`config.mk`:
```
export PLATFORM = sky130hd
export DESIGN_NAME = sync_word_byte_deserializer_core
export DESIGN_NICKNAME = d
export VERILOG_FILES = /design/src/hdl/swbd_pkg.sv /design/src/hdl/swbd_front.sv /design/src/hdl/swbd_queue.sv /design/src/hdl/swbd_back.sv /design/src/hdl/sync_word_byte_deserializer_core.sv
export VERILOG_INCLUDE_DIRS = /design/src /design/src/hdl
export SDC_FILE = /design/constraint.sdc
export NUM_CORES = 1
export LEC_CHECK = 0
export BUFFER_PORTS_ARGS = -buffer_cell sky130_fd_sc_hd__buf_4
export CAP_MARGIN = 0
export CORE_UTILIZATION = 48
export CTS_BUF_LIST = sky130_fd_sc_hd__clkbuf_16
export DETAILED_ROUTE_END_ITERATION = 8
export PLACE_DENSITY = 0.73
export SKIP_LAST_GASP = 1
export SLEW_MARGIN = 20
export SYNTH_ARGS = -nofsm -noshare
export SYNTH_HDL_FRONTEND = slang
export SYNTH_HIERARCHICAL = 1
export SYNTH_SLANG_ARGS = --single-unit
```
`constraint.sdc`:
```
create_clock -name clk -period 3.85 [get_ports clk]
set_input_delay 0 -clock clk [delete_from_list [all_inputs] [get_ports clk]]
set_output_delay 0 -clock clk [all_outputs]
set_load 0.01 [all_outputs]
```
`src/hdl/sync_word_byte_deserializer_core_defines.svh`:
```
// Assertion macros used by the deserializer result stage.
`ifndef SYNC_WORD_BYTE_DESERIALIZER_CORE_DEFINES_SVH
`define SYNC_WORD_BYTE_DESERIALIZER_CORE_DEFINES_SVH

// Same-cycle implication, checked out of reset.
`define SWBD_ASSERT_IMPL(label, clk, rst_n, ante, cons) \
    label: assert property (@(posedge clk) disable iff (!rst_n) (ante) |-> (cons)) \
        else $error("swbd check failed");

// Next-cycle implication, checked out of reset.
`define SWBD_ASSERT_NEXT(label, clk, rst_n, ante, cons) \
    label: assert property (@(posedge clk) disable iff (!rst_n) (ante) |=> (cons)) \
        else $error("swbd check failed");

`endif

```
`src/hdl/swbd_pkg.sv`:
```
// Shared constants and types for the sync word byte deserializer.
package swbd_pkg;

    localparam int SWBD_SYNC_WIDTH  = 16;
    localparam int SWBD_QUEUE_DEPTH = 4;
    localparam int SWBD_WORD_W      = 16;
    localparam int SWBD_BYTE_W      = 8;

    localparam logic [SWBD_WORD_W-1:0] SWBD_SYNC_RESET = 16'hABBA;
    localparam logic [2:0]             SWBD_BIT_TOP    = 3'd7;

    // One classified event: either a sync match (two result beats) or a
    // completed data byte (one result beat, held in the low byte).
    typedef struct packed {
        logic                   is_sync;
        logic [SWBD_WORD_W-1:0] data;
    } swbd_evt_t;

endpackage

```
`src/hdl/swbd_front.sv`:
```
// Front end: bit history, sync detection and byte assembly.
module swbd_front #(
    parameter int SYNC_WIDTH = 16
) (
    input  logic                clk,
    input  logic                rst_n,
    input  logic                sync_word_we,
    input  logic [15:0]         sync_word,
    input  logic                accept,
    input  logic                bit_in,
    output logic                evt_wr,
    output swbd_pkg::swbd_evt_t evt
);
    import swbd_pkg::*;

    localparam int CMP_W = (SYNC_WIDTH > SWBD_WORD_W) ? SYNC_WIDTH : SWBD_WORD_W;

    logic [SWBD_WORD_W-1:0] sync_word_reg;
    logic [SYNC_WIDTH-1:0]  hist_reg;
    logic [SYNC_WIDTH-1:0]  hist_next;
    logic                   locked_reg;
    logic                   locked_next;
    logic [SWBD_BYTE_W-1:0] accum_reg;
    logic [SWBD_BYTE_W-1:0] accum_next;
    logic [SWBD_BYTE_W-1:0] accum_set;
    logic [2:0]             count_reg;
    logic [2:0]             count_next;
    logic [2:0]             bit_pos;
    logic [CMP_W-1:0]       hist_ext;
    logic                   match;
    logic                   byte_done;

    always_comb
    begin
        hist_next = {hist_reg[SYNC_WIDTH-2:0], bit_in};
        hist_ext  = CMP_W'(hist_next);
        match     = (hist_ext == CMP_W'(sync_word_reg));
        bit_pos   = SWBD_BIT_TOP - count_reg;
        accum_set = accum_reg;
        accum_set[bit_pos] = accum_reg[bit_pos] | bit_in;
        byte_done = locked_reg && !match && (count_reg == SWBD_BIT_TOP);

        locked_next = locked_reg;
        accum_next  = accum_reg;
        count_next  = count_reg;
        if (match)
        begin
            locked_next = 1'b1;
            accum_next  = '0;
            count_next  = '0;
        end
        else if (byte_done)
        begin
            accum_next = '0;
            count_next = '0;
        end
        else if (locked_reg)
        begin
            accum_next = accum_set;
            count_next = count_reg + 3'd1;
        end

        evt_wr      = accept && (match || byte_done);
        evt.is_sync = match;
        evt.data    = match ? hist_ext[SWBD_WORD_W-1:0]
                            : {{(SWBD_WORD_W-SWBD_BYTE_W){1'b0}}, accum_set};
    end

    always_ff @(posedge clk or negedge rst_n)
    begin
        if (!rst_n)
        begin
            sync_word_reg <= SWBD_SYNC_RESET;
            hist_reg      <= '0;
            locked_reg    <= 1'b0;
            accum_reg     <= '0;
            count_reg     <= '0;
        end
        else
        begin
            if (sync_word_we)
            begin
                sync_word_reg <= sync_word;
            end
            if (accept)
            begin
                hist_reg   <= hist_next;
                locked_reg <= locked_next;
                accum_reg  <= accum_next;
                count_reg  <= count_next;
            end
        end
    end

endmodule

```
`src/hdl/swbd_queue.sv`:
```
// Short event queue between the front end and the result stage.
module swbd_queue #(
    parameter int DEPTH = 4
) (
    input  logic                clk,
    input  logic                rst_n,
    input  logic                wr_en,
    input  swbd_pkg::swbd_evt_t wr_evt,
    input  logic                rd_en,
    output swbd_pkg::swbd_evt_t rd_evt,
    output logic                not_empty,
    output logic                full
);
    import swbd_pkg::*;

    localparam int PTR_W = (DEPTH > 1) ? $clog2(DEPTH) : 1;
    localparam int CNT_W = $clog2(DEPTH + 1);

    swbd_evt_t          slots [DEPTH];
    logic [PTR_W-1:0]   wr_ptr_reg;
    logic [PTR_W-1:0]   rd_ptr_reg;
    logic [CNT_W-1:0]   count_reg;
    logic [CNT_W-1:0]   count_next;
    logic               do_wr;
    logic               do_rd;

    assign do_wr     = wr_en && !full;
    assign do_rd     = rd_en && not_empty;
    assign not_empty = (count_reg != '0);
    assign full      = (count_reg == CNT_W'(DEPTH));
    assign rd_evt    = slots[rd_ptr_reg];

    always_comb
    begin
        count_next = count_reg;
        if (do_wr && !do_rd)
        begin
            count_next = count_reg + CNT_W'(1);
        end
        else if (do_rd && !do_wr)
        begin
            count_next = count_reg - CNT_W'(1);
        end
    end

    always_ff @(posedge clk)
    begin
        if (do_wr)
        begin
            slots[wr_ptr_reg] <= wr_evt;
        end
    end

    always_ff @(posedge clk or negedge rst_n)
    begin
        if (!rst_n)
        begin
            wr_ptr_reg <= '0;
            rd_ptr_reg <= '0;
            count_reg  <= '0;
        end
        else
        begin
            count_reg <= count_next;
            if (do_wr)
            begin
                wr_ptr_reg <= (wr_ptr_reg == PTR_W'(DEPTH - 1)) ? '0 : wr_ptr_reg + PTR_W'(1);
            end
            if (do_rd)
            begin
                rd_ptr_reg <= (rd_ptr_reg == PTR_W'(DEPTH - 1)) ? '0 : rd_ptr_reg + PTR_W'(1);
            end
        end
    end

endmodule

```
`src/hdl/swbd_back.sv`:
```
// Result stage: expands queued events into output beats.
`include "sync_word_byte_deserializer_core_defines.svh"

module swbd_back (
    input  logic                clk,
    input  logic                rst_n,
    input  swbd_pkg::swbd_evt_t q_evt,
    input  logic                q_valid,
    output logic                q_rd,
    input  logic                pop,
    output logic                empty,
    output logic [7:0]          byte_out,
    output logic                is_sync,
    output logic                last
);
    import swbd_pkg::*;

    swbd_evt_t out_evt_reg;
    logic      out_valid_reg;
    logic      out_valid_next;
    logic      phase_reg;
    logic      phase_next;
    logic      last_beat;
    logic      pop_fire;
    logic      load;

    assign last_beat = !out_evt_reg.is_sync || phase_reg;
    assign pop_fire  = pop && out_valid_reg;
    assign load      = q_valid && (!out_valid_reg || (pop_fire && last_beat));
    assign q_rd      = load;

    assign empty    = !out_valid_reg;
    assign is_sync  = out_evt_reg.is_sync;
    assign last     = last_beat;
    assign byte_out = (out_evt_reg.is_sync && !phase_reg) ?
                      out_evt_reg.data[SWBD_WORD_W-1:SWBD_BYTE_W] :
                      out_evt_reg.data[SWBD_BYTE_W-1:0];

    always_comb
    begin
        out_valid_next = out_valid_reg;
        phase_next     = phase_reg;
        if (load)
        begin
            out_valid_next = 1'b1;
            phase_next     = 1'b0;
        end
        else if (pop_fire && last_beat)
        begin
            out_valid_next = 1'b0;
            phase_next     = 1'b0;
        end
        else if (pop_fire)
        begin
            phase_next = 1'b1;
        end
    end

    always_ff @(posedge clk)
    begin
        if (load)
        begin
            out_evt_reg <= q_evt;
        end
    end

    always_ff @(posedge clk or negedge rst_n)
    begin
        if (!rst_n)
        begin
            out_valid_reg <= 1'b0;
            phase_reg     <= 1'b0;
        end
        else
        begin
            out_valid_reg <= out_valid_next;
            phase_reg     <= phase_next;
        end
    end

    `SWBD_ASSERT_NEXT(a_sync_second_beat, clk, rst_n, pop_fire && is_sync && !phase_reg, !empty && phase_reg && is_sync)
    `SWBD_ASSERT_IMPL(a_phase_only_sync, clk, rst_n, phase_reg, out_valid_reg && out_evt_reg.is_sync)
    `SWBD_ASSERT_NEXT(a_hold_unpopped, clk, rst_n, out_valid_reg && !pop, out_valid_reg && $stable(phase_reg))

endmodule

```
`src/hdl/sync_word_byte_deserializer_core.sv`:
```
// Top level of the sync word byte deserializer.
//
// Input channel: one serial bit per beat on bit_in, taken at a clock edge
// where push is high and full is low. Bits shift into a SYNC_WIDTH-bit
// history; a match against the sync word locks the deserializer and yields
// two result beats (high byte then low byte, is_sync set). While locked,
// every eighth bit completes an MSB-first data byte and yields one beat.
// The last output marks the final beat caused by one input bit.
// Result channel: a beat is presented while empty is low and taken when pop
// is high. An accepted bit's event passes through the queue and then the
// output register before its first result beat shows. Bits are accepted one
// per cycle while full is low; the front end classifies each bit
// combinationally and writes at most one event into a small queue, and the
// result stage drains one beat per cycle while pop is high, so only a sync
// match occupies the result port for two beats.
// When the receiver stalls, events collect in the queue; full rises once it holds QUEUE_DEPTH events,
// and input stops until room frees up. Write the sync word through
// sync_word_we/sync_word only while idle; the block does not enforce this.
// Reset clears the history, lock, byte assembly and queue, and loads the sync word with 16'hABBA.
module sync_word_byte_deserializer_core #(
    parameter int SYNC_WIDTH  = swbd_pkg::SWBD_SYNC_WIDTH,
    parameter int QUEUE_DEPTH = swbd_pkg::SWBD_QUEUE_DEPTH
) (
    input  logic        clk,
    input  logic        rst_n,
    input  logic        sync_word_we,
    input  logic [15:0] sync_word,
    input  logic        push,
    output logic        full,
    input  logic        bit_in,
    output logic        empty,
    input  logic        pop,
    output logic [7:0]  byte_out,
    output logic        is_sync,
    output logic        last
);
    import swbd_pkg::*;

    // Bit accepted from the serial side this cycle.
    logic      accept;
    // Event produced by the front end and the queue head seen by the back end.
    logic      evt_wr;
    swbd_evt_t evt;
    swbd_evt_t q_evt;
    logic      q_valid;
    logic      q_rd;

    assign accept = push && !full;

    swbd_front #(
        .SYNC_WIDTH (SYNC_WIDTH)
    ) u_front (
        .clk          (clk),
        .rst_n        (rst_n),
        .sync_word_we (sync_word_we),
        .sync_word    (sync_word),
        .accept       (accept),
        .bit_in       (bit_in),
        .evt_wr       (evt_wr),
        .evt          (evt)
    );

    // Full is driven straight from the queue count, so a bit is only taken
    // when its event, if any, is sure to fit.
    swbd_queue #(
        .DEPTH (QUEUE_DEPTH)
    ) u_queue (
        .clk       (clk),
        .rst_n     (rst_n),
        .wr_en     (evt_wr),
        .wr_evt    (evt),
        .rd_en     (q_rd),
        .rd_evt    (q_evt),
        .not_empty (q_valid),
        .full      (full)
    );

    // The result stage owns the output register and splits sync events
    // into their two byte beats.
    swbd_back u_back (
        .clk      (clk),
        .rst_n    (rst_n),
        .q_evt    (q_evt),
        .q_valid  (q_valid),
        .q_rd     (q_rd),
        .pop      (pop),
        .empty    (empty),
        .byte_out (byte_out),
        .is_sync  (is_sync),
        .last     (last)
    );

endmodule

```
[Word-level counts from Yosys, hierarchy flattened]
Memory sizes are Yosys's and may differ from the RTL's. A register that Yosys moved wholly into a read port is not among the register bits.
Cells that the tools add are included.
Word-level totals
  memories: 1
  memory bits (writable): 68
  bits of input ports: 22
  output and inout bits: 12
  register bits after elaboration: 52
  logic and storage cells: 79
Operators by class
  order comparisons: 2
  bitwise logic cells: 1
  reduce and logical (&&, ||, !) cells: 30
  eq/ne operators: 5
  mux-type cells: 24
  add/sub/neg operators: 6
Memories
  u_queue.slots: depth 4, bits a word 17, rd ports 1, clocked after Yosys merged registers in 1, wr ports 1, line swbd_queue.sv:19  | swbd_evt_t slots [DEPTH];
Operators by type and width (count)
  $mux 8: 4
  $eq 16x16->1: 1
  $mux 16: 1
  $mux 3: 5
  $logic_and 1x1->1: 13
  $mux 1: 9
  $reduce_bool 3->1: 3
  $bwmux 8: 1
  $logic_not 1->1: 7
  $add 3x1->3 const B: 2
  $eq 3x3->1 const B: 2
  $add 2x1->2 const B: 2
  $eq 2x2->1 const B: 2
  $lt 3x4->1 const B: 1
  $mux 2: 2
  $reduce_and 2->1: 2
  $reduce_bool 2->1: 2
  $bmux 1 s3: 1
  $demux 1 s3: 1
  $ge 3x1->1 const B: 1
  $logic_or 1x1->1: 3
  $sub 3x1->3 const B: 1
  $sub 3x3->3 const A: 1
  $or 1x1->1: 1

[Longest topological paths before layout]
Gate-level depths: netlist of the first run.
  word-level depth: 11
  gate-level depth with buffers: 14
  mapped depth without buffers: 12

[By module]
Netlist of the first run, hierarchy kept.
Modules (own cells, without submodules)
  swbd_queue: cells each 126, seq. area each 2217.1 um^2, area each 2969.1 um^2, instances 1
  swbd_front: cells each 211, seq. area each 1088.5 um^2, area each 2348.5 um^2, instances 1
  swbd_back: cells each 38, seq. area each 560.5 um^2, area each 752.0 um^2, instances 1
  sync_word_byte_deserializer_core: cells each 1, seq. area each 0.0 um^2, area each 13.8 um^2, instances 1

[Worst setup path before layout of the first run]
Ideal clock, no wire load.
  path kind: register to register
  start point: register, netlist name u_back/is_sync
  end point: register u_queue.count_reg[1]
  buffers on the path: 1
  arrival: 3.315 ns
  period minus slack after synthesis: 3.439 ns
  slack: 0.411 ns
  required time: 3.725 ns
  library setup time: 0.125 ns
  cell stages (with the launch flop): 10
  cell sequence: edfxtp_1 > nand2b_4 > buf_8 > nand2_1 > a21boi_0 > nand2_4 > ha_1 > inv_1 > fa_1 > mux2_2
On the way
  longest elaborated chain between the ends: 9
  elaborated cells between the ends (all ways): 11
  classes of those cells: 1 x mux; 10 x reduce/logical
Ends and longest elaborated chain
  $logic_not 1->1: line swbd_back.sv:27  | assign last_beat = !out_evt_reg.is_sync || phase_reg;
  $logic_or 1x1->1: line swbd_back.sv:27
  named net last: line sync_word_byte_deserializer_core.sv:35  | output logic last
  $logic_and 1x1->1: line swbd_back.sv:29  | assign load = q_valid && (!out_valid_reg || (pop_fire && last_beat));
  $logic_or 1x1->1: line swbd_back.sv:29
  $logic_and 1x1->1: line swbd_back.sv:29
  named net q_rd: line sync_word_byte_deserializer_core.sv:46  | logic q_rd;
  $logic_and 1x1->1: line swbd_queue.sv:28  | assign do_rd = rd_en && not_empty;
  $logic_not 1->1: line swbd_queue.sv:36  | if (do_wr && !do_rd)
  $logic_and 1x1->1: line swbd_queue.sv:36
  $mux 3: line swbd_queue.sv:36
  named net u_queue.count_next[1]: line swbd_queue.sv:23  | logic [CNT_W-1:0] count_next;
  to (signal assigned): line swbd_queue.sv:64  | count_reg <= count_next;
  to (decl): line swbd_queue.sv:22  | logic [CNT_W-1:0] count_reg;
The timed path passes the listed nets, and every way through them passes these cells.
A chain may end at the register's enable or synchronous reset.

[Final worst setup path of the first run]
  start point: register u_front.count_reg[0]
  end point: register u_queue.count_reg[2]
On the way
  longest elaborated chain between the ends: 8
  elaborated cells between the ends (all ways): 10
  classes of those cells: 1 x eq/ne; 1 x mux; 8 x reduce/logical
Ends and longest elaborated chain
  from (decl): line swbd_front.sv:26  | logic [2:0] count_reg;
  from (signal assigned): line swbd_front.sv:90  | count_reg <= count_next;
  $eq 3x3->1 (*): line swbd_front.sv:41  | byte_done = locked_reg && !match && (count_reg == SWBD_BIT_TOP);
  $logic_and 1x1->1 (*): line swbd_front.sv:41
  $logic_or 1x1->1 (*): line swbd_front.sv:63  | evt_wr = accept && (match || byte_done);
  $logic_and 1x1->1 (*): line swbd_front.sv:63
  named net evt_wr: line sync_word_byte_deserializer_core.sv:42  | logic evt_wr;
  $logic_and 1x1->1 (*): line swbd_queue.sv:27  | assign do_wr = wr_en && !full;
  $logic_not 1->1: line swbd_queue.sv:40  | else if (do_rd && !do_wr)
  $logic_and 1x1->1: line swbd_queue.sv:40
  $reduce_bool 2->1 (no source line)
Mark *: on every way through the listed nets, which the timed path passes. The rest lies on a longest branch.

==> impl_results.rst, run 1 <==
.. list-table::
   :header-rows: 1

   * - Metric
     - Value
   * - Status
     - finished clean
   * - Startpoint-to-endpoint class of the critical path
     - reg -> reg
   * - Inserted Clock Buffers
     - 17
   * - Final HPWL from detailed placement
     - roughly 6700 um
   * - DRC errors left
     - 0
   * - Setup slack at placement
     - approximately 0.98 ns
   * - I/O Pins
     - 34
   * - #FFs+latches synth
     - about 140
   * - Starting Density
     - about half
   * - Antenna diode count
     - 0
   * - Seq/Total Area, Yosys
     - between 60% and 70%
   * - Number of inserted filler cells in the final layout
     - about 910
   * - Post-synth cell types
     - 52
   * - Cell repeated most along the worst path
     - ha_1
   * - Type of element launching the critical path
     - flip-flop
   * - Worst-Margin Slew
     - between 0.7 and 0.8 ns
   * - Most common cell in the netlist
     - edfxtp_1
   * - Final worst clock skew
     - about 0.0053 ns
   * - Ratio of final minimum period to clock period
     - between 70% and 80%
   * - IO Port Bufs
     - 33
   * - Synth warn
     - 6
   * - Final hold viol count
     - 0
   * - Maximum VDD drop
     - ~0.54 mV
   * - Post-synth net total
     - between 400 and 500
   * - Area of the die
     - roughly 13000 um2
   * - Kind of cell with the highest combined delay on the critical path
     - adder cells
   * - Largest register FFs
     - 68
   * - Total setup violations reported at the end of the flow
     - 0
   * - Data arrival time of the critical path
     - 3.20 ns
   * - Final-layout setup total negative slack
     - 0 ns
   * - Slowest cell delay on critical path
     - between 0.5 and 0.6 ns
   * - Post-route total power
     - 4.65 mW
   * - Timing-limited maximum frequency
     - about 350 MHz
   * - GRT Overall Usage
     - between 15 and 20%
   * - Most area-hungry cell type in the Yosys netlist
     - edfxtp_1
   * - Chip Width
     - approximately 110 um
   * - Buffers inserted by post-CTS timing repair
     - 0
   * - Wire length of the first global-routing pass
     - around 17000 um
   * - Num rows
     - 40
   * - Share of synthesized flip-flops with an asynchronous set or reset
     - a little under two fifths
   * - Vertical die dimension
     - approximately 110 um
   * - Number of global-route vias before repair
     - between 3k and 4k
   * - Leakage
     - 2.66 nW
   * - Power Density
     - between 600 and 700 nW/um2
   * - Final min period
     - 2.86 ns
   * - CTS tree
     - built
   * - Clock sinks
     - between 100 and 150
   * - Least setup slack across all paths after layout
     - 0.985 ns
   * - Insertion delay of the later-clocked pin in the worst-skew pair
     - 0.41 ns
   * - Via total after detailed routing
     - around 3.3k
   * - GRT overflow
     - 0
   * - Maximum number of pins on one net before global-route repair
     - 53
   * - Detailed-route wire length per cell
     - around 17 um
   * - Share of layout cells above drive strength 1
     - a little under a third
   * - Crit end category
     - flip-flop
   * - Final weighted congestion in routability-driven placement
     - between 0.8 and 0.9
   * - DRT Pass-1 Iters
     - 5
   * - Post-placement cell area
     - about 6400 um2
   * - Mean cell area of the mapped netlist
     - approximately 16 um2
   * - Synth Flop Type
     - edfxtp_1
   * - CTS Root Cell
     - clkbuf_16
   * - Number of max-cap violations
     - 0
   * - Antenna violations before repair
     - 0
   * - Top cells by area in the synthesized netlist
     - edfxtp_1 (42%), dfrtp_1 (17%), mux2_2 (7.0%)
   * - Endpoint required time on the critical path
     - 4.18 ns
   * - Buffers and inverters on the worst path
     - 1
   * - CP max stage cell
     - dfrtp_1
   * - Final Net Count
     - around 460
   * - Post-synthesis instance area
     - ~6100 um2
   * - Clock slew at reported path FFs
     - ~0.050 ns
   * - CP max FO
     - 12
   * - Syn Inst Count
     - about 380
   * - Sum of routed wire length over all layers
     - between 10000 and 15000 um
   * - Number of DRC markers after the initial detailed-route iteration
     - around 170
   * - Setup repair after global routing missed its margin
     - no
   * - Worst hold path class
     - in -> reg
   * - Core region area
     - 12200 um2
   * - Post-route standard cell area excluding fillers
     - around 7200 um2
   * - Area occupied by multi-input gates
     - 2050 um2
   * - Area of all sequential standard cells
     - roughly 3900 um2
   * - Relative area change from synthesis to final layout
     - 18.5%
   * - Depth of the CTS H-tree
     - 4
   * - Clock Path Buffers
     - 2
   * - Max transition margin
     - about 50%
   * - Critical path cell sequence
     - ha_1 -> ha_1 -> a21oi_1 -> nor2b_1 -> nor2b_2 -> ha_1 -> inv_1 -> fa_1 -> xor2_1 -> nor2_1 -> xor2_1
   * - Portion of synthesized cell area occupied by the leading cell type
     - around two fifths
   * - Residual antenna-violating net count after detailed routing
     - 0
   * - Cells resized by post-CTS repair
     - 0
   * - Post-synth EDFFs
     - 85
   * - Most numerous cell types in the synthesized netlist
     - edfxtp_1 (85), dfrtp_1 (42), mux2_2 (38)
   * - Worst hold slack
     - between 0.02 and 0.025 ns
   * - Vias per cell
     - about 5.3
   * - Final number of max-transition violations
     - 0
-- final timing paths --
check                                      from                   endpoint  slack, ns  depth (start not counted)
setup / recovery           u_front/count_reg[0]       u_queue/count_reg[2]       0.99                         11
hold / removal                     sync_word_we   u_front/sync_word_reg[2]       0.02                          2
setup reg to reg           u_front/count_reg[0]       u_queue/count_reg[2]       0.99                         11
hold reg to reg            u_queue/count_reg[2]       u_queue/count_reg[2]       0.51                          1
max in group asynchronous                 rst_n      u_queue/rd_ptr_reg[0]       3.16                          2
min in group asynchronous                 rst_n  u_front/sync_word_reg[14]       0.19                          2
-- kinds of logic (layout without fill, tap and decap cells) --
family                     Yosys count  count (layout)  share of synthesized area [%]
DFF                                137             137                           63.6
muxes                               68              68                           16.8
and+or+nand+nor                     66              66                           6.33
AOI/OAI and AO/OA                   48              48                           5.59
buffers and inverters               29              97                           2.96
xor gates and xnor gates            19              19                           2.74
adders and majority gates            9               9                           1.97
-- layer usage --
metal | up-vias | share of wire, % | track usage (%) | wire [um]
met1 | 1633 | 45 | 22.7 | 4630
li1 | 1519 | - | - | -
met3 | 15 | 4.2 | 4.92 | 433
met4 | 0 | 1.4 | 7.62 | 144
met2 | 86 | 50 | 28.7 | 5140
met5 | - | 0 | 0 | 0
-- what timing repair did --
| item | in CTS | in global routing |
|---|---|---|
| setup endpoints to repair | 0 | 0 |
| endpoints found under the hold margin | 61 | 0 |
| hold buffers | 19 | 0 |
-- cells in the final DEF (no fill, tap or decap), drive strengths merged, types with 6 or more instances in the layout --
cell and n:
nor2b 6, edfxtp 85, dfstp 10, and2 14, nand2 20, o21a 7
mux2 48, clkbuf 17, clkinv 7, nor2 10, o21ai 21, ha 8
dlygate4sd3 19, dfrtp 42, mux4 17, o2bb2ai 8, buf 40, xnor2 17
inv 10
-- worst reg2reg max path: cells and delay by family, from the launching register on --
| kind | cells | cell delay [ns] |
|---|---|---|
| adders and majority gates | 4 | 1.18 |
| AOI/OAI and AO/OA | 1 | 0.13 |
| DFF | 1 | 0.58 |
| xor gates and xnor gates | 2 | 0.30 |
| buffers and inverters | 1 | 0.06 |
| and+or+nand+nor | 3 | 0.53 |
-- area by class of cell --
class,count,share of cell area (%)
multi-input cells,210,28.4
flip-flops and latches,137,53.7
well taps,168,2.92
repair buffers,59,6.81
clock buffers,17,5.90
inverters,7,0.365
clock inverters,14,1.96
-- power by group --
part	leakage (nW)	total, mW	switching, mW	internal, mW
Clock	0.284	1.55	0.561	0.994
Combinational	0.988	0.999	0.375	0.624
Sequential	1.38	2.10	0.255	1.84
Total	2.66	4.65	1.19	3.46
-- stage by stage --
step	utilization, %	std cells
finish	59.3	612
CTS	59.2	612
global route	59.3	612
detailed placement	53.0	562
global placement	53.0	562
floorplan	-	376
Note: power is estimated with default switching activity, not from simulation.
==> inputs of run 2 (changes only) <==
Settings changed: ABC_AREA set to 1.
Clock period 3.85 ns to 2.9 ns, I/O delays scaled along.
==> run 2 against run 1 <==
Against the previous run: critical path depth rose by 7; largest power group unchanged; sequential power grew 44%; core utilization rose by 1.1 points; via count rose by 39%; largest cell class unchanged; synthesized area increased by 4.7%; cell area rose by 7.0%.
==> impl_results.rst, run 2 <==
.. list-table::
   :header-rows: 1

   * - Metric
     - Value
   * - Status
     - finished clean
   * - Start point of the critical path
     - u_front/sync_word_reg[8]
   * - Crit end category
     - flip-flop
   * - GRT Overall Usage
     - 20.4% (+2.6 points)
   * - Most area-hungry cell type in the Yosys netlist
     - edfxtp_1
   * - Most common cell in the netlist
     - nand2_1
   * - DRC errors left
     - 0 (unchanged)
   * - Vertical die dimension
     - 117 um (+2.3%)
   * - Wire length of the first global-routing pass
     - 20800 um (+21%)
   * - Starting Density
     - 49.8% (-0.17 points)
   * - Clock sinks
     - 137 (unchanged)
   * - Num rows
     - 41 (+2.5%)
   * - Share of total power in combinational logic
     - 31.3% (+9.8 points)
   * - Type of element launching the critical path
     - flip-flop
   * - CTS Root Cell
     - clkbuf_16
   * - Post-synth EDFFs
     - 85 (unchanged)
   * - Adder-cell area share of the yosys netlist
     - 1.89% (-0.088 points)
   * - Post-synth cell types
     - 36 (-31%)
   * - Timing-limited maximum frequency
     - 378 MHz (+8.3%)
   * - Max transition margin
     - 53.9% (+4.9 points)
   * - Post-route total power
     - 7.37 mW (+59%)
   * - Leading cell type in the layout, fill and taps excluded
     - nand2_1
   * - Worst hold slack
     - 0.0176 ns (-0.00524 ns)
   * - Worst hold path class
     - in -> reg
   * - Residual antenna-violating net count after detailed routing
     - 0 (unchanged)
   * - Number of inserted filler cells in the final layout
     - 1027 (+13%)
   * - Fraction of power spent switching nets
     - 36.2% (+11 points)
   * - Antenna violations before repair
     - 0 (unchanged)
   * - Final hold viol count
     - 0 (unchanged)
   * - Clock slew at reported path FFs
     - 0.06 ns (about the same)
   * - Seq/Total Area, Yosys
     - 60.7% (-2.8 points)
   * - Power Internal
     - 4.71 mW (+36%)
   * - Portion of synthesized cell area occupied by the leading cell type
     - 40.1% (-1.9 points)
   * - Final weighted congestion in routability-driven placement
     - 0.870 (+3.4%)
   * - Leakage
     - 3.45 nW (+30%)
   * - Cells resized by post-CTS repair
     - 0 (unchanged)
   * - Worst-Margin Slew
     - 0.692 ns (-0.0737 ns)
   * - IO Port Bufs
     - 33 (unchanged)
   * - Most numerous cell types in the synthesized netlist
     - nand2_1 (214), inv_1 (97), edfxtp_1 (85)
   * - End of the worst register-to-register path
     - u_queue/count_reg[2]
   * - Endpoint required time on the critical path
     - 3.21 ns (-0.97 ns)
   * - Antenna diode count
     - 0 (unchanged)
   * - Maximum number of pins on one net before global-route repair
     - 53 (unchanged)
   * - Share of layout cells above drive strength 1
     - 15.2% (-16 points)
   * - Final min period
     - 2.65 ns (-0.218 ns)
   * - Number of global-route vias before repair
     - 4425 (+31%)
   * - Start of the worst register-to-register path
     - u_front/sync_word_reg[8]
   * - Vias per cell
     - 4.92 (-7.5%)
   * - Detailed-route wire length per cell
     - 13.7 um (-19%)
   * - Sum of routed wire length over all layers
     - 12600 um (+22%)
   * - Post-route core utilization
     - 60.3% (+1.1 points)
   * - Data arrival time of the critical path
     - 2.96 ns (-0.24 ns)
   * - Worst R2R Setup Slack
     - 0.25 ns (-0.73 ns)
   * - Final HPWL from detailed placement
     - 8080 um (+21%)
   * - Final number of max-transition violations
     - 0 (unchanged)
   * - Area occupied by multi-input gates
     - 1890 um2 (-7.8%)
   * - Ratio of final minimum period to clock period
     - 91.3% (+17 points)
   * - Insertion delay of the later-clocked pin in the worst-skew pair
     - 0.42 ns (about the same)
   * - Startpoint-to-endpoint class of the critical path
     - reg -> reg
   * - Clock Path Buffers
     - 2 (unchanged)
   * - Worst Hold Launch
     - sync_word_we
   * - Maximum VDD drop
     - 0.531 mV (-1.5%)
   * - Synth warn
     - 6 (unchanged)
   * - CTS tree
     - built
   * - Area of the die
     - 13700 um2 (+4.6%)
   * - Setup slack at placement
     - 0.323 ns (-0.654 ns)
   * - Endpoint of the worst hold path
     - u_front/sync_word_reg[6]
   * - Syn Inst Count
     - 656 (+74%)
   * - Xor and xnor fraction of the mapped netlist area
     - 0.138% (-2.6 points)
   * - Sequential power share
     - 40.9% (-4.2 points)
   * - Area of all sequential standard cells
     - 3870 um2 (unchanged)
   * - Synth Flop Type
     - edfxtp_1
   * - Reported net switching power
     - 2.67 mW (+120%)
   * - Via total after detailed routing
     - 4535 (+39%)
   * - Inserted Clock Buffers
     - 17 (unchanged)
   * - Final worst clock skew
     - 0.0118 ns (+0.00655 ns)
   * - GRT overflow
     - 0 (unchanged)
   * - Area fraction in and, or, nand and nor cells after synthesis
     - 18.7% (+12 points)
   * - Depth of the CTS H-tree
     - 4 (unchanged)
   * - Total setup violations reported at the end of the flow
     - 0 (unchanged)
   * - Setup repair after global routing missed its margin
     - no
   * - Power Density
     - 957 nW/um2 (+48%)
   * - Least setup slack across all paths after layout
     - 0.254 ns (-0.732 ns)
   * - I/O Pins
     - 34 (unchanged)
   * - Final Net Count
     - 768 (+66%)
   * - Largest family of logic cells by synthesized area
     - simple AND/OR/NAND/NOR gates
   * - Largest register FFs
     - 68 (unchanged)
   * - Cell depth of the worst min-delay path
     - 3 (+1)
   * - Post-synthesis instance area
     - 6370 um2 (+4.7%)
   * - Final-layout setup total negative slack
     - 0 ns (unchanged)
   * - Share of synthesized flip-flops with an asynchronous set or reset
     - 38.0% (unchanged)
   * - Chip Width
     - 117 um (+2.3%)
   * - Most used cells in the layout excluding fill and tap cells
     - nand2_1 (214), inv_1 (98), edfxtp_1 (85)
   * - Worst r2r path cells
     - 18 (+7)
   * - Relative area change from synthesis to final layout
     - 21.1%
   * - Relative contribution of the clock network to total power
     - 27.8% (-5.6 points)
   * - DRT Pass-1 Iters
     - 7 (+2)
   * - Number of DRC markers after the initial detailed-route iteration
     - 282 (+63%)
   * - Compound-gate portion of the synthesized area
     - 8.88% (+3.3 points)
   * - #FFs+latches synth
     - 137 (unchanged)
   * - Top cells by area in the synthesized netlist
     - edfxtp_1 (40%), dfrtp_1 (17%), nand2_1 (13%)
   * - Mean cell area of the mapped netlist
     - 9.71 um2 (-40%)
   * - Post-synth net total
     - 687 (+69%)
   * - Number of max-cap violations
     - 0 (unchanged)
   * - Core region area
     - 12800 um2 (+5.0%)
   * - Mux share of post-synthesis cell area
     - 0% (-17 points)
   * - CP max FO
     - 7 (-5)
==> run 2: cell count changes after synthesis, moves of 10 or more <==
cell / delta
and2_1: -14
buf_6: +11
inv_1: +90
mux2_2: -38
mux2_4: -10
nand2_1: +195
nand3_1: +17
nor2_1: +28
o211ai_1: +30
o21ai_0: +24
xnor2_1: -16
==> run 2: power by group through the flow <==
| stage | clock [mW] | combinational, mW | sequential, mW |
|---|---|---|---|
| after floorplan | 0 | 1.82 | 2.87 |
| after global placement | 0 | 2.15 | 3.02 |
| after detailed placement | 0 | 2.25 | 3.05 |
| after CTS | 2.07 | 2.32 | 3.02 |
| after global routing | 2.15 | 2.63 | 3.07 |
| final | 2.05 | 2.31 | 3.02 |
==> run 2: cells by family (layout without fill, tap and decap cells) <==
| logic type | after synthesis | after routing |
|---|---|---|
| simple gates | 290 | 290 |
| xor+xnor | 1 | 1 |
| compound gates | 89 | 89 |
| flops | 137 | 137 |
| buf+inv | 130 | 224 |
| fa+ha+maj | 9 | 9 |
==> run 2: how the worst max path moves through the flow <==
stage / slack, ns / to
6_report: 0.25 / u_queue/count_reg[2]
5_1_grt: 0.07 / u_queue/count_reg[2]
4_1_cts: 0.26 / u_queue/count_reg[2]
3_5_place_dp: 0.32 / u_queue/count_reg[2]
3_3_place_gp: 0.44 / u_queue/count_reg[2]
2_1_floorplan: 0.22 / u_queue/slots[0][0]
==> run 2: cell type report <==
type | instances | area share (%)
clock inverters | 15 | 1.83
clock buffers | 17 | 5.52
flip-flops and latches | 137 | 50.2
repair buffers | 86 | 9.93
multi-input cells | 389 | 24.5
inverters | 106 | 5.29
well taps | 172 | 2.79
==> run 2: routing by layer <==
| layer | global-route usage [%] | part of all wire (%) | wire, um |
|---|---|---|---|
| met5 | 0 | 0 | 0 |
| met4 | 6.50 | 0.94 | 118 |
| met1 | 25.6 | 44 | 5590 |
| met2 | 35.1 | 50 | 6340 |
| met3 | 4.58 | 4.4 | 561 |
==> run 2: what timing repair did <==
action	in CTS	in global routing
endpoints found under the hold margin	61	0
hold buffers	43	0
buffers inserted	0	0
==> run 2: worst max-delay path, cell delays in order (launching register included) <==
cell and delay (ns):
dfstp_2 0.53, inv_1 0.05, nand2_1 0.06, nand2_1 0.05
nor2_1 0.10, nand2_1 0.07, nor2_2 0.15, nand2_4 0.06
a21boi_0 0.19, buf_4 0.17, nand2_2 0.10, inv_1 0.08
ha_1 0.16, inv_1 0.06, fa_1 0.38, nand2_1 0.11
nand3_1 0.10, nand2_1 0.07, nand2_1 0.05
==> run 2: through the flow <==
stage	std cells	instance area, um2
after floorplan	656	6370
after global placement	847	6710
after detailed placement	847	6710
after CTS	922	7710
after global routing	922	7710
final	922	7710
